--- src/hdl/dbms_pkg.sv ---
package dbms_pkg;

	// supervisor modes
	localparam logic [3:0] M_INIT       = 4'd0;
	localparam logic [3:0] M_IDLE       = 4'd1;
	localparam logic [3:0] M_PRELIM     = 4'd2;
	localparam logic [3:0] M_PREPARE    = 4'd3;
	localparam logic [3:0] M_READY      = 4'd4;
	localparam logic [3:0] M_WORK       = 4'd5;
	localparam logic [3:0] M_PARK       = 4'd6;
	localparam logic [3:0] M_MANUAL     = 4'd7;
	localparam logic [3:0] M_COMPLETE   = 4'd8;
	localparam logic [3:0] M_SHUTDOWN   = 4'd9;
	localparam logic [3:0] M_POWERSAVER = 4'd10;
	localparam logic [3:0] M_TERMINATE  = 4'd11;
	localparam logic [3:0] M_INTERRUPT  = 4'd12;
	localparam logic [3:0] M_COUNT      = 4'd13;

	// dose board states
	localparam logic [3:0] B_IDLE      = 4'd0;
	localparam logic [3:0] B_DUMMY     = 4'd1;
	localparam logic [3:0] B_DUMMY_END = 4'd2;
	localparam logic [3:0] B_PREPARE   = 4'd3;
	localparam logic [3:0] B_READY     = 4'd4;
	localparam logic [3:0] B_RADIATION = 4'd5;
	localparam logic [3:0] B_COMPLETE  = 4'd6;
	localparam logic [3:0] B_FAULT     = 4'd7;

	// command targets
	localparam logic [1:0] TGT_ALIGN = 2'd0;
	localparam logic [1:0] TGT_B1    = 2'd1;
	localparam logic [1:0] TGT_B2    = 2'd2;

	// status codes
	localparam logic [1:0] ST_DONE    = 2'd0;
	localparam logic [1:0] ST_SAME    = 2'd1;
	localparam logic [1:0] ST_ILLEGAL = 2'd2;
	localparam logic [1:0] ST_INVALID = 2'd3;

	// configuration register indexes
	localparam logic [2:0] CFG_DUMMY_METER = 3'd0;
	localparam logic [2:0] CFG_PULSE_MODE  = 3'd1;
	localparam logic [2:0] CFG_CAL_MODE    = 3'd2;
	localparam logic [2:0] CFG_CAL_PRF     = 3'd3;
	localparam logic [2:0] CFG_DOSE_METER  = 3'd4;
	localparam logic [2:0] CFG_BEAM_ID     = 3'd5;

	localparam int QUEUE_DEPTH = 2;

	typedef enum logic [3:0] {
		K_NONE      = 4'd0,
		K_HANDSHAKE = 4'd1,
		K_CLEAR     = 4'd2,
		K_GENMODE   = 4'd3,
		K_PULSE     = 4'd4,
		K_METER     = 4'd5,
		K_PRF       = 4'd6,
		K_BEAM      = 4'd7,
		K_STATE     = 4'd8
	} kind_t;

	// command runs that one item can cause
	typedef enum logic [3:0] {
		RUN_NONE,
		RUN_INIT,
		RUN_PRELIM,
		RUN_PREP,
		RUN_READY,
		RUN_WORK,
		RUN_FAULT,
		RUN_FAULT_B1,
		RUN_FAULT_B2,
		RUN_PREP_STATE
	} run_t;

	typedef struct packed {
		run_t       run;
		logic [1:0] status;
		logic [3:0] mode;
	} desc_t;

	typedef struct packed {
		logic [31:0] dummy_meter;
		logic [7:0]  pulse_cfg;
		logic        cal_mode;
		logic [31:0] cal_prf;
		logic [31:0] cal_meter;
		logic [15:0] beam_id;
	} cfg_t;

	typedef struct packed {
		kind_t       kind;
		logic [1:0]  target;
		logic [31:0] value;
		logic        last;
	} cmd_t;

	typedef struct packed {
		logic [1:0] status;
		logic       clr_pending;
	} gate_t;

	// bit c set: the move from mode c into the given mode is legal
	function automatic logic [15:0] legal_from(input logic [3:0] m);
		logic [15:0] row;
		row = '0;
		unique case (m)
			M_INIT:       row[M_IDLE] = 1'b1;
			M_IDLE: begin
				row[M_INIT] = 1'b1;
				row[M_POWERSAVER] = 1'b1;
				row[M_TERMINATE] = 1'b1;
				row[M_COMPLETE] = 1'b1;
				row[M_MANUAL] = 1'b1;
				row[M_PARK] = 1'b1;
			end
			M_PRELIM:     row[M_IDLE] = 1'b1;
			M_PREPARE: begin
				row[M_PRELIM] = 1'b1;
				row[M_COMPLETE] = 1'b1;
			end
			M_READY: begin
				row[M_PREPARE] = 1'b1;
				row[M_INTERRUPT] = 1'b1;
			end
			M_WORK:       row[M_READY] = 1'b1;
			M_PARK:       row[M_IDLE] = 1'b1;
			M_MANUAL:     row[M_IDLE] = 1'b1;
			M_COMPLETE:   row[M_WORK] = 1'b1;
			M_SHUTDOWN: begin
				row[M_IDLE] = 1'b1;
				row[M_POWERSAVER] = 1'b1;
			end
			M_POWERSAVER: row[M_IDLE] = 1'b1;
			M_TERMINATE: begin
				row[M_PRELIM] = 1'b1;
				row[M_PREPARE] = 1'b1;
				row[M_READY] = 1'b1;
				row[M_WORK] = 1'b1;
				row[M_INTERRUPT] = 1'b1;
			end
			M_INTERRUPT: begin
				row[M_READY] = 1'b1;
				row[M_WORK] = 1'b1;
			end
			default:      row = '0;
		endcase
		return row;
	endfunction

	// legality check shared by remote and local items
	function automatic gate_t gate(input logic [3:0] req, input logic [3:0] mode,
			input logic pending);
		gate_t g;
		logic [15:0] row;
		g.status = ST_DONE;
		g.clr_pending = 1'b0;
		row = legal_from(req);
		if (req >= M_COUNT) begin
			g.status = ST_INVALID;
		end else if (req == mode) begin
			if (pending && req == M_PREPARE) begin
				g.clr_pending = 1'b1;
			end else begin
				g.status = ST_SAME;
			end
		end else if (!row[mode]) begin
			g.status = ST_ILLEGAL;
		end
		return g;
	endfunction

	// command run issued for a remote request
	function automatic run_t remote_run(input logic [3:0] req);
		run_t r;
		unique case (req)
			M_INIT:      r = RUN_INIT;
			M_PRELIM:    r = RUN_PRELIM;
			M_PREPARE:   r = RUN_PREP;
			M_READY:     r = RUN_READY;
			M_WORK:      r = RUN_WORK;
			M_TERMINATE: r = RUN_FAULT;
			M_INTERRUPT: r = RUN_FAULT;
			default:     r = RUN_NONE;
		endcase
		return r;
	endfunction

	// one board command of a run, picked by its step number
	function automatic cmd_t step_cmd(input run_t run, input logic [3:0] idx,
			input cfg_t cfg);
		cmd_t c;
		logic [2:0] pair;
		logic [1:0] tgt;
		pair = idx[3:1];
		tgt = idx[0] ? TGT_B2 : TGT_B1;
		c.kind = K_NONE;
		c.target = TGT_ALIGN;
		c.value = '0;
		c.last = 1'b1;
		unique case (run)
			RUN_NONE: ;
			RUN_INIT: begin
				c.kind = K_HANDSHAKE;
				c.target = idx[1:0];
				c.last = (idx == 4'd2);
			end
			RUN_PRELIM: begin
				c.target = tgt;
				c.last = (idx == 4'd9);
				unique case (pair)
					3'd0: c.kind = K_CLEAR;
					3'd1: c.kind = K_GENMODE;
					3'd2: c.kind = K_PULSE;
					3'd3: begin
						c.kind = K_METER;
						c.value = cfg.dummy_meter;
					end
					default: begin
						c.kind = K_STATE;
						c.value = {28'd0, B_DUMMY};
					end
				endcase
			end
			RUN_PREP: begin
				c.target = tgt;
				c.last = cfg.cal_mode ? (idx == 4'd11) : (idx == 4'd9);
				unique case (pair)
					3'd0: c.kind = K_CLEAR;
					3'd1: begin
						c.kind = K_GENMODE;
						c.value = 32'd1;
					end
					3'd2: begin
						c.kind = K_PULSE;
						c.value = {24'd0, cfg.pulse_cfg};
					end
					3'd3: begin
						if (cfg.cal_mode) begin
							c.kind = K_PRF;
							c.value = cfg.cal_prf;
						end else begin
							c.kind = K_BEAM;
							c.value = {16'd0, cfg.beam_id};
						end
					end
					3'd4: begin
						if (cfg.cal_mode) begin
							c.kind = K_METER;
							c.value = cfg.cal_meter;
						end else begin
							c.kind = K_STATE;
							c.value = {28'd0, B_PREPARE};
						end
					end
					default: begin
						c.kind = K_STATE;
						c.value = {28'd0, B_PREPARE};
					end
				endcase
			end
			RUN_READY: begin
				c.kind = K_STATE;
				c.target = tgt;
				c.value = {28'd0, B_READY};
				c.last = idx[0];
			end
			RUN_WORK: begin
				c.kind = K_STATE;
				c.target = tgt;
				c.value = {28'd0, B_RADIATION};
				c.last = idx[0];
			end
			RUN_FAULT: begin
				c.kind = K_STATE;
				c.target = tgt;
				c.value = {28'd0, B_FAULT};
				c.last = idx[0];
			end
			RUN_FAULT_B1: begin
				c.kind = K_STATE;
				c.target = TGT_B1;
				c.value = {28'd0, B_FAULT};
			end
			RUN_FAULT_B2: begin
				c.kind = K_STATE;
				c.target = TGT_B2;
				c.value = {28'd0, B_FAULT};
			end
			RUN_PREP_STATE: begin
				c.kind = K_STATE;
				c.target = tgt;
				c.value = {28'd0, B_PREPARE};
				c.last = idx[0];
			end
			default: ;
		endcase
		return c;
	endfunction

endpackage

--- src/hdl/dbms_front.sv ---
module dbms_front import dbms_pkg::*; (
	input  logic       clk,
	input  logic       arst_n,
	input  logic       accept,
	input  logic       cmd,
	input  logic [3:0] requested_mode,
	input  logic [3:0] board1_state,
	input  logic [3:0] board2_state,
	output desc_t      desc
);

	logic [3:0] mode_q;
	logic       pending_q;
	logic [3:0] mode_n;
	logic       pending_n;
	logic       f1;
	logic       f2;
	logic       do_set;
	logic [3:0] tgt;
	gate_t      g;

	assign f1 = (board1_state == B_FAULT);
	assign f2 = (board2_state == B_FAULT);

	// classify the request and work out the next mode
	always_comb begin
		desc.run = RUN_NONE;
		desc.status = ST_DONE;
		mode_n = mode_q;
		pending_n = pending_q;
		do_set = 1'b0;
		tgt = requested_mode;
		if (!cmd) begin
			do_set = 1'b0;
		end else begin
			priority if (requested_mode == M_INTERRUPT || requested_mode == M_TERMINATE) begin
				do_set = f1 && f2;
			end else if (f1 && f2) begin
				do_set = 1'b1;
				tgt = M_TERMINATE;
			end else if (f1) begin
				desc.run = RUN_FAULT_B2;
			end else if (f2) begin
				desc.run = RUN_FAULT_B1;
			end else if (board1_state == B_IDLE && board2_state == B_IDLE) begin
				do_set = 1'b1;
				tgt = M_IDLE;
			end else if (board1_state == B_DUMMY && board2_state == B_DUMMY) begin
				do_set = 1'b1;
				tgt = M_PRELIM;
			end else if (board1_state == B_DUMMY_END && board2_state == B_DUMMY_END) begin
				pending_n = 1'b1;
				desc.run = RUN_PREP_STATE;
			end else if (board1_state == B_PREPARE && board2_state == B_PREPARE) begin
				do_set = 1'b1;
				tgt = M_PREPARE;
			end else if (board1_state == B_READY && board2_state == B_READY) begin
				do_set = 1'b1;
				tgt = M_READY;
			end else if (board1_state == B_RADIATION && board2_state == B_RADIATION) begin
				do_set = 1'b1;
				tgt = M_WORK;
			end else if (board1_state == B_COMPLETE || board2_state == B_COMPLETE) begin
				do_set = 1'b1;
				tgt = M_COMPLETE;
			end else begin
				do_set = 1'b0;
			end
		end
		g = gate(tgt, mode_q, pending_q);
		if (!cmd) begin
			if (g.clr_pending) begin
				pending_n = 1'b0;
			end
			if (g.status != ST_DONE) begin
				desc.status = g.status;
			end else if (requested_mode == M_COMPLETE) begin
				desc.status = ST_INVALID;
			end else begin
				desc.run = remote_run(requested_mode);
			end
		end else if (do_set) begin
			if (g.clr_pending) begin
				pending_n = 1'b0;
			end
			desc.status = g.status;
			if (g.status == ST_DONE) begin
				mode_n = tgt;
			end
		end
		desc.mode = mode_n;
	end

	// supervisor state
	always_ff @(posedge clk or negedge arst_n) begin
		if (!arst_n) begin
			mode_q <= M_INIT;
			pending_q <= 1'b0;
		end else if (accept) begin
			mode_q <= mode_n;
			pending_q <= pending_n;
		end
	end

endmodule

--- src/hdl/dbms_queue.sv ---
module dbms_queue import dbms_pkg::*; (
	input  logic  clk,
	input  logic  arst_n,
	input  logic  wr_en,
	input  desc_t wr_data,
	output logic  full,
	input  logic  rd_en,
	output logic  rd_valid,
	output desc_t rd_data
);

	localparam int PW = $clog2(QUEUE_DEPTH);

	desc_t          mem_q [QUEUE_DEPTH];
	logic [PW-1:0]  wr_ptr_q;
	logic [PW-1:0]  rd_ptr_q;
	logic [PW:0]    count_q;

	assign full = (count_q == (PW+1)'(QUEUE_DEPTH));
	assign rd_valid = (count_q != '0);
	assign rd_data = mem_q[rd_ptr_q];

	// descriptor storage
	always_ff @(posedge clk) begin
		if (wr_en) begin
			mem_q[wr_ptr_q] <= wr_data;
		end
	end

	// pointers and fill count
	always_ff @(posedge clk or negedge arst_n) begin
		if (!arst_n) begin
			wr_ptr_q <= '0;
			rd_ptr_q <= '0;
			count_q <= '0;
		end else begin
			if (wr_en) begin
				wr_ptr_q <= (wr_ptr_q == PW'(QUEUE_DEPTH - 1)) ? '0 : wr_ptr_q + 1'b1;
			end
			if (rd_en) begin
				rd_ptr_q <= (rd_ptr_q == PW'(QUEUE_DEPTH - 1)) ? '0 : rd_ptr_q + 1'b1;
			end
			unique case ({wr_en, rd_en})
				2'b10:   count_q <= count_q + 1'b1;
				2'b01:   count_q <= count_q - 1'b1;
				default: count_q <= count_q;
			endcase
		end
	end

endmodule

--- src/hdl/dbms_back.sv ---
module dbms_back import dbms_pkg::*; (
	input  logic        clk,
	input  logic        arst_n,
	input  cfg_t        cfg,
	input  logic        desc_valid,
	input  desc_t       desc,
	output logic        desc_pop,
	input  logic        pop,
	output logic        empty,
	output logic [3:0]  command_kind,
	output logic [1:0]  command_target,
	output logic [31:0] command_value,
	output logic [1:0]  status,
	output logic [3:0]  current_mode,
	output logic        last
);

	logic [3:0]  step_q;
	logic        out_valid_q;
	kind_t       kind_q;
	logic [1:0]  target_q;
	logic [31:0] value_q;
	logic [1:0]  status_q;
	logic [3:0]  mode_q;
	logic        last_q;
	logic        adv;
	cmd_t        c;

	// next command of the current run
	assign c = step_cmd(desc.run, step_q, cfg);
	assign adv = desc_valid && (!out_valid_q || pop);
	assign desc_pop = adv && c.last;

	// step counter and result register valid
	always_ff @(posedge clk or negedge arst_n) begin
		if (!arst_n) begin
			step_q <= '0;
			out_valid_q <= 1'b0;
		end else begin
			if (adv) begin
				step_q <= c.last ? '0 : step_q + 1'b1;
			end
			if (adv) begin
				out_valid_q <= 1'b1;
			end else if (pop) begin
				out_valid_q <= 1'b0;
			end
		end
	end

	// result payload
	always_ff @(posedge clk) begin
		if (adv) begin
			kind_q <= c.kind;
			target_q <= c.target;
			value_q <= c.value;
			status_q <= desc.status;
			mode_q <= desc.mode;
			last_q <= c.last;
		end
	end

	assign empty = !out_valid_q;
	assign command_kind = kind_q;
	assign command_target = target_q;
	assign command_value = value_q;
	assign status = status_q;
	assign current_mode = mode_q;
	assign last = last_q;

endmodule

--- src/hdl/dual_board_mode_supervisor.sv ---
// an accepted request passes through the descriptor queue and the result
// register before its first result shows
// the back sequencer gives one result per cycle while pop takes them or the
// result register is empty; a request has 1 to 12 results, and requests
// enter back to back while the two-entry descriptor queue has room
// reset: arst_n clears mode to init, the pending-prepare flag, the queue,
// the result valid flag and all configuration registers to zero
module dual_board_mode_supervisor import dbms_pkg::*; (
	input  logic        clk,
	input  logic        arst_n,
	input  logic        push,
	output logic        full,
	input  logic        cmd,
	input  logic [3:0]  requested_mode,
	input  logic [3:0]  board1_state,
	input  logic [3:0]  board2_state,
	output logic        empty,
	input  logic        pop,
	output logic [3:0]  command_kind,
	output logic [1:0]  command_target,
	output logic [31:0] command_value,
	output logic [1:0]  status,
	output logic [3:0]  current_mode,
	output logic        last,
	input  logic        cfg_valid,
	output logic        cfg_ready,
	input  logic [2:0]  cfg_index,
	input  logic [31:0] cfg_data
);

	cfg_t  cfg_q;
	desc_t front_desc;
	desc_t q_desc;
	logic  accept;
	logic  q_valid;
	logic  q_pop;

	assign accept = push && !full;
	assign cfg_ready = 1'b1;

	// configuration registers
	always_ff @(posedge clk or negedge arst_n) begin
		if (!arst_n) begin
			cfg_q <= '0;
		end else if (cfg_valid) begin
			unique case (cfg_index)
				CFG_DUMMY_METER: cfg_q.dummy_meter <= cfg_data;
				CFG_PULSE_MODE:  cfg_q.pulse_cfg <= cfg_data[7:0];
				CFG_CAL_MODE:    cfg_q.cal_mode <= cfg_data[0];
				CFG_CAL_PRF:     cfg_q.cal_prf <= cfg_data;
				CFG_DOSE_METER:  cfg_q.cal_meter <= cfg_data;
				CFG_BEAM_ID:     cfg_q.beam_id <= cfg_data[15:0];
				default:         cfg_q <= cfg_q;
			endcase
		end
	end

	dbms_front u_front (
		.clk            (clk),
		.arst_n         (arst_n),
		.accept         (accept),
		.cmd            (cmd),
		.requested_mode (requested_mode),
		.board1_state   (board1_state),
		.board2_state   (board2_state),
		.desc           (front_desc)
	);

	dbms_queue u_queue (
		.clk      (clk),
		.arst_n   (arst_n),
		.wr_en    (accept),
		.wr_data  (front_desc),
		.full     (full),
		.rd_en    (q_pop),
		.rd_valid (q_valid),
		.rd_data  (q_desc)
	);

	dbms_back u_back (
		.clk            (clk),
		.arst_n         (arst_n),
		.cfg            (cfg_q),
		.desc_valid     (q_valid),
		.desc           (q_desc),
		.desc_pop       (q_pop),
		.pop            (pop),
		.empty          (empty),
		.command_kind   (command_kind),
		.command_target (command_target),
		.command_value  (command_value),
		.status         (status),
		.current_mode   (current_mode),
		.last           (last)
	);

endmodule

--- config.mk ---
export PLATFORM = sky130hd
export DESIGN_NAME = dual_board_mode_supervisor
export DESIGN_NICKNAME = d
export VERILOG_FILES = /design/src/hdl/dbms_pkg.sv /design/src/hdl/dbms_front.sv /design/src/hdl/dbms_queue.sv /design/src/hdl/dbms_back.sv /design/src/hdl/dual_board_mode_supervisor.sv
export SDC_FILE = /design/constraint.sdc
export NUM_CORES = 1
export LEC_CHECK = 0
export ABC_AREA = 1
export BUFFER_PORTS_ARGS = -buffer_cell sky130_fd_sc_hd__buf_2
export CORE_ASPECT_RATIO = 1.1
export CORE_MARGIN = 2
export CORE_UTILIZATION = 45
export CTS_BUF_LIST = sky130_fd_sc_hd__clkbuf_8
export DETAILED_ROUTE_END_ITERATION = 16
export GPL_ROUTABILITY_DRIVEN = 1
export MAX_ROUTING_LAYER = met4
export PLACE_DENSITY = 0.75
export SYNTH_ARGS = -nofsm -noshare
export SYNTH_HDL_FRONTEND = slang
export SYNTH_SLANG_ARGS = --single-unit
export TNS_END_PERCENT = 50
--- constraint.sdc ---
create_clock -name clk -period 13.19 [get_ports clk]
set_input_delay 2.638 -clock clk [delete_from_list [all_inputs] [get_ports clk]]
set_output_delay 2.638 -clock clk [all_outputs]
set_load 0.03 [all_outputs]
==> impl_metrics.csv, run 1 <==
group,metric,value,unit
worst_setup_path,required,13.41,ns
worst_setup_path,crit_family,"simple AND/OR/NAND/NOR gates",
clock_tree,cts_tree,"yes",
final_layout,final_common_cell,"nand2_1",
worst_setup_path,critPathMaxStageDelay,0.28,ns
hold_path,hold_class,"reg -> reg",
synthesis,synthCells,1040,
placement,gp_congestion,0.953,
worst_setup_path,critPathCaptureType,"flip-flop",
sta,fin_hold_ws,0.492,ns
clock_tree,cts-root-buf,"clkbuf_8",
worst_setup_path,worstPathCellList,"buf_2 -> inv_2 -> nand2_2 -> nor2_2 -> nand2_1 -> nand3_2 -> nand2_1 -> nand2_1 -> nand2_1 -> nand2_1 -> nand2_2 -> a21oi_1 -> nand2_1 -> nand2_1 -> nand2_1 -> nand2_1 -> nand3_1 -> nand2_1 -> nand2_1 -> nand2_4 -> nand4_1 -> and2_1",
sta,finClkSkew,0.00787,ns
sta,final-hold-violation-count,0,
clock_tree,cts_sinks,200,
worst_setup_path,worst_setup_path_start_kind,"primary input",
sta,min_period_over_period,35.0,%
power,p_per_area,180,nW/um^2
clock_tree,cts_resized,0,
die,die_x,141,um
global_routing,overflow,0,
global_routing,grt_pass1_vias,7013,
worst_setup_path,worstPathArrival,4.84,ns
final_layout,final_cell_mix,"282 x nand2_1, 158 x o21ai_0, 135 x dfrtp_1",
clock_tree,htree_levels,4,
sta,fmax,217,MHz
synthesis,syn_area,9290,um^2
synthesis,seq_area_frac_synth,57.4,%
global_routing,grt_pass1_wl,35300,um
global_routing,grt_max_degree,83,
sta,setup_violations,0,
die,dieArea,21800,um^2
clock_tree,ctsHoldBuffers,0,
power,peakVddDrop,0.0939,mV
detailed_routing,drt-initial-drc-count,545,
sta,report.final.slew_viol_count,0,
power,p_leak,4.94,nW
placement,dp_hpwl,14100,um
synthesis,ys_warn_count,0,
worst_setup_path,cp_slowest_cell,"a21oi_1",
final_layout,drive_above_1_share,16.3,%
synthesis,ys_ff_latch,200,
global_routing,grtUsageTotal,21.1,%
sta,tightest_slew,1.13,ns
clock_tree,postCtsSetupBuffers,0,
detailed_routing,post_drt_wl_per_cell,15.5,um
placement,io_buffers,99,
detailed_routing,drtAntennaViolNets,0,
die,dieHeight,155,um
sta,fin_setup_tns,0,ns
clock_tree,insertion_delay,0.47,ns
die,core_area,20400,um^2
die,initial_utilization,45.4,%
status,status,"completed",
clock_tree,cts_buffers,17,
final_layout,multiInputGateArea,3440,um^2
sta,slew-limit-headroom,24.2,%
synthesis,synth_fp_nets,1097,
detailed_routing,drc,0,
worst_setup_path,worstPathMaxFanout,6,
synthesis,synth.distinct_cells,44,
sta,final.min_clock_period,4.62,ns
clock_tree,clk_pin_slew,0.09,ns
detailed_routing,num_vias,7382,
final_layout,regArea,5330,um^2
die,io_pins,101,
clock_tree,clockBufferDepth,2,
final_layout,finalNetCount,1181,
worst_setup_path,setup.worst_path.class,"in -> reg",
global_routing,antenna_found_initial,2,
final_layout,fin_area,10400,um^2
synthesis,syn_area_per_cell,8.93,um^2
final_layout,fillCellCount,1829,
worst_setup_path,crit_top_cell,"nand2_1",
final_layout,syn_to_final_growth,12.2,%
die,rows,55,
worst_setup_path,path_buf_inv,2,
job,maxCapViolations,0,
placement,placed_area,10000,um^2
detailed_routing,vias_per_cell,5.29,
sta,rsz0062_at_grt,"no",
detailed_routing,finalWirelength,21700,um
detailed_routing,dr.pass1.iters,5,
synthesized netlist by cell type, drive strengths merged:
library cell	n	area (um^2)
o22ai	1	6.26
nor4	1	6.26
inv	102	383
a221oi	2	17.5
nor2	83	347
nand3	34	190
a22o	17	149
edfxtp	65	1950
nand3b	1	7.51
o31ai	6	45.0
clkbuf	38	143
a22oi	16	120
dfrtp	135	3380
buf	5	27.5
nand4	10	62.6
a21oi	23	123
conb	1	3.75
o21a	1	7.51
o311ai	1	8.76
or2	2	12.5
a221o	3	30.0
o2111ai	1	8.76
mux2	7	78.8
o21ai	161	806
xor2	6	52.6
a21o	1	7.51
and2	4	25.0
a31oi	2	12.5
nand2	294	1140
xnor2	1	8.76
o211ai	2	15.0
ha	4	50.1
nor3	10	66.3
tightest hold or removal path: stages, from the launching register on:
cell,delay [ns]
dfrtp_1,0.35
nand2_1,0.05
o21ai_0,0.06
routing by layer:
| layer | global-route usage (%) | routed length, um | vias to the layer above | share of wire, % |
|---|---|---|---|---|
| met3 | 3.03 | 907 | 42 | 4.2 |
| met5 | - | 0 | - | 0 |
| met1 | 26.7 | 9430 | 3507 | 43 |
| met4 | 8.14 | 576 | 0 | 2.7 |
| li1 | - | - | 3621 | - |
| met2 | 34.6 | 10800 | 212 | 50 |
through the flow:
step / power (mW) / std cells / utilization, % / setup slack, ns
after CTS: 1.89 / 1393 / 51.0 / 8.65
final: 1.87 / 1395 / 51.0 / 8.57
after detailed placement: 1.51 / 1361 / 49.1 / 8.15
after global routing: 1.99 / 1395 / 51.0 / 8.30
after global placement: 1.50 / 1361 / 49.1 / 8.11
after floorplan: 1.33 / 1040 / - / 6.66
worst paths after layout:
| check | start | to | slack (ns) | cells past startpoint |
|---|---|---|---|---|
| min reg2reg | cfg_q[119]$_DFFE_PN0P_ | cfg_q[119]$_DFFE_PN0P_ | 0.49 | 2 |
| max reg2reg | u_queue.rd_ptr_q$_DFFE_PN0P_ | u_queue.count_q[1]$_DFFE_PN0P_ | 10.16 | 12 |
| min in group asynchronous | arst_n | cfg_q[98]$_DFFE_PN0P_ | 2.11 | 1 |
| max in group asynchronous | arst_n | cfg_q[119]$_DFFE_PN0P_ | 9.63 | 2 |
| max | board1_state[1] | u_queue.mem_q[1][1]$_DFFE_PP_ | 8.57 | 22 |
| min | cfg_q[119]$_DFFE_PN0P_ | cfg_q[119]$_DFFE_PN0P_ | 0.49 | 2 |
registers in the layout, summed over array words and instances, names as in the netlist:
signal	flops
u_back.command_target	2
u_front.mode_q	4
u_back.current_mode	4
u_back.step_q	4
u_queue.mem_q	20
u_back.command_kind	4
cfg_q	121
u_back.command_value	32
u_back.last	1
u_back.out_valid_q	1
u_back.status	2
u_queue.count_q	2
u_queue.wr_ptr_q	1
u_front.pending_q	1
u_queue.rd_ptr_q	1
final cells by class:
| cell class | instances | share of cell area (%) |
|---|---|---|
| flip-flops and latches | 200 | 51.2 |
| multi-input cells | 695 | 33.0 |
| repair buffers | 108 | 5.46 |
| inverters | 102 | 3.67 |
| well taps | 256 | 3.07 |
| clock buffers | 18 | 2.38 |
| clock inverters | 14 | 1.19 |
| diodes | 2 | 0.0480 |
report_power, final:
group / internal (mW) / switching [mW] / total, mW
logic: 0.167 / 0.410 / 0.578
registers: 0.834 / 0.0869 / 0.921
clock network: 0.156 / 0.219 / 0.375
logic make-up (layout without fill, tap and decap cells):
| group | Yosys count | in the layout | synth area share [%] |
|---|---|---|---|
| simple gates | 439 | 439 | 20.0 |
| compound gates | 237 | 237 | 14.6 |
| flops | 200 | 200 | 57.4 |
| buf+inv | 145 | 242 | 5.95 |
| xor+xnor | 7 | 7 | 0.660 |
| mux | 7 | 7 | 0.849 |
| fa+ha+maj | 4 | 4 | 0.539 |
| other cells | 1 | 3 | 0.0404 |
Power figures use the tool's default switching activity.
==> inputs of run 2 (changes only) <==
--- a/config.mk
+++ b/config.mk
@@ -14,7 +14,7 @@
 export DETAILED_ROUTE_END_ITERATION = 16
 export GPL_ROUTABILITY_DRIVEN = 1
 export MAX_ROUTING_LAYER = met4
-export PLACE_DENSITY = 0.75
+export PLACE_DENSITY = 0.77
 export SYNTH_ARGS = -nofsm -noshare
 export SYNTH_HDL_FRONTEND = slang
 export SYNTH_SLANG_ARGS = --single-unit
==> constraint.sdc (replaced) <==
create_clock -name clk -period 3.7 [get_ports clk]
set_input_delay 0.74 -clock clk [delete_from_list [all_inputs] [get_ports clk]]
set_output_delay 0.74 -clock clk [all_outputs]
set_load 0.03 [all_outputs]
==> run 2 against run 1 <==
Net effect: register-to-register slack got worse by 9.5 ns; worst setup slack got worse by 7.9 ns; critical endpoint is now u_queue.count_q[1]$_DFFE_PN0P_; clock skew is 0.0040 ns higher; cell count increased by 0.14%; worst hold slack worse by 0.17 ns; die area is the same; global-route usage down 0.061 points; critical path depth shrank 9.
==> impl_metrics.csv, run 2 (same netlist as run 1, synthesis figures left out) <==
group,metric,value,unit
status,status,"completed",
detailed_routing,dr.pass1.iters,5,
die,io_pins,101,
worst_setup_path,critPathCaptureType,"flip-flop",
worst_setup_path,setup.worst_path.class,"reg -> reg",
placement,io_buffers,99,
power,clkPwrFrac,21.1,%
sta,fin_setup_tns,0,ns
sta,final.min_clock_period,3.06,ns
placement,placed_area,10100,um^2
clock_tree,postCtsSetupBuffers,0,
clock_tree,clk_pin_slew,0.09,ns
clock_tree,cts-root-buf,"clkbuf_8",
final_layout,largest_reg_flops,121,
clock_tree,cts_sinks,200,
worst_setup_path,crit_family,"simple AND/OR/NAND/NOR gates",
die,core_area,20400,um^2
die,initial_utilization,45.4,%
job,maxCapViolations,0,
detailed_routing,finalWirelength,21600,um
global_routing,overflow,0,
clock_tree,cts_resized,0,
clock_tree,ctsHoldBuffers,0,
die,dieHeight,155,um
die,die_x,141,um
hold_path,hold_class,"in -> async",
placement,gp_congestion,0.917,
worst_setup_path,cp_slowest_cell,"dfrtp_1",
global_routing,antenna_found_initial,0,
final_layout,utilization,51.3,%
sta,setup_violations,0,
power,swShare,37.1,%
worst_setup_path,worstPathMaxFanout,15,
clock_tree,cts_buffers,17,
final_layout,regArea,5330,um^2
global_routing,grt_pass1_wl,35500,um
power,power,6.76,mW
clock_tree,clockBufferDepth,2,
die,dieArea,21800,um^2
sta,fin_ws,0.644,ns
final_layout,fillCellCount,1904,
sta,report.final.slew_viol_count,0,
detailed_routing,post_drt_wl_per_cell,15.5,um
final_layout,fin_area,10500,um^2
final_layout,regMostFlops,"cfg_q",
sta,fmax,327,MHz
global_routing,grt_pass1_vias,7101,
power,p_per_area,645,nW/um^2
power,p_leak,4.99,nW
global_routing,grt_max_degree,86,
clock_tree,cts_tree,"yes",
worst_setup_path,worst_setup_path_start_kind,"flip-flop",
detailed_routing,drt-initial-drc-count,622,
worst_setup_path,path_buf_inv,2,
sta,slew-limit-headroom,26.3,%
clock_tree,htree_levels,4,
worst_setup_path,worstPathCellList,"o21ai_0 -> inv_1 -> nor2_1 -> inv_1 -> nor2_1 -> nand3_1 -> nand3_1 -> nor2_1 -> nor2_1 -> ha_1 -> a21oi_1 -> o21ai_0 -> xor2_1",
final_layout,final_common_cell,"nand2_1",
detailed_routing,num_vias,7404,
worst_setup_path,required,4.04,ns
power,seqPwrFrac,48.4,%
sta,rsz0062_at_grt,"no",
final_layout,antenna_cells,0,
final_layout,finalNetCount,1185,
global_routing,grtUsageTotal,21.0,%
detailed_routing,drc,0,
detailed_routing,drtAntennaViolNets,0,
worst_setup_path,crit_top_cell,"nor2_1",
die,rows,55,
worst_setup_path,critPathMaxStageDelay,0.56,ns
final_layout,drive_above_1_share,16.5,%
power,p_sw,2.51,mW
sta,tightest_slew,1.10,ns
worst_setup_path,worstPathArrival,3.40,ns
power,peakVddDrop,0.257,mV
sta,min_period_over_period,82.6,%
sta,final-hold-violation-count,0,
placement,dp_hpwl,14200,um
final_layout,final_cell_mix,"282 x nand2_1, 158 x o21ai_0, 135 x dfrtp_1",
clock_tree,insertion_delay,0.47,ns
placement,place_ws,0.564,ns
sta,finClkSkew,0.0119,ns
power,internal_power,4.25,mW
power,comb_power_share,30.5,%
final_layout,multiInputGateArea,3440,um^2
detailed_routing,vias_per_cell,5.30,
final_layout,syn_to_final_growth,12.9,%
==> run 2: changes by cell type in the layout (fill, tap and decap cells not counted), sizes merged <==
cell,change
inv,-3
clkinv,+2
diode,-2
buf,+4
clkinvlp,-1
bufinv,+2
==> run 2: power groups by stage <==
| stage | logic [mW] | clock network, mW | registers, mW |
|---|---|---|---|
| after floorplan | 1.07 | 0 | 3.66 |
| after global placement | 2.03 | 0 | 3.31 |
| after detailed placement | 2.07 | 0 | 3.32 |
| after CTS | 2.08 | 1.45 | 3.28 |
| after global routing | 2.28 | 1.53 | 3.34 |
| final | 2.06 | 1.43 | 3.28 |
==> run 2: path summary, 6_finish.rpt <==
check | slack (ns) | from | end | depth (start not counted)
worst min register to register | 0.49 | cfg_q[116]$_DFFE_PN0P_ | cfg_q[116]$_DFFE_PN0P_ | 2
max in group asynchronous | 2.62 | arst_n | cfg_q[115]$_DFFE_PN0P_ | 2
worst min-delay path | 0.32 | arst_n | cfg_q[99]$_DFFE_PN0P_ | 1
min in group clk | 0.47 | pop | u_back.out_valid_q$_DFFE_PN0P_ | 2
worst max register to register | 0.64 | u_queue.rd_ptr_q$_DFFE_PN0P_ | u_queue.count_q[1]$_DFFE_PN0P_ | 13
worst max-delay path | 0.64 | u_queue.rd_ptr_q$_DFFE_PN0P_ | u_queue.count_q[1]$_DFFE_PN0P_ | 13
==> run 2: final cells by class <==
| type | instances | area share, % |
|---|---|---|
| flip-flops and latches | 200 | 50.8 |
| repair buffers | 112 | 5.83 |
| well taps | 256 | 3.05 |
| clock inverters | 14 | 1.49 |
| multi-input cells | 695 | 32.8 |
| clock buffers | 18 | 2.36 |
| inverters | 102 | 3.65 |
==> run 2: routing by layer <==
| metal | share of wire (%) | track usage (%) |
|---|---|---|
| met4 | 1.3 | 5.33 |
| met3 | 4.8 | 3.68 |
| met5 | 0 | - |
| met1 | 45 | 27.2 |
| met2 | 49 | 34.6 |
==> run 2: per-stage QoR <==
step / hold slack, ns / instances
2_1_floorplan: 0.444 / 1040
3_3_place_gp: 0.462 / 1365
3_5_place_dp: 0.468 / 1365
4_1_cts: 0.342 / 1397
5_1_grt: 0.359 / 1397
6_report: 0.321 / 1397
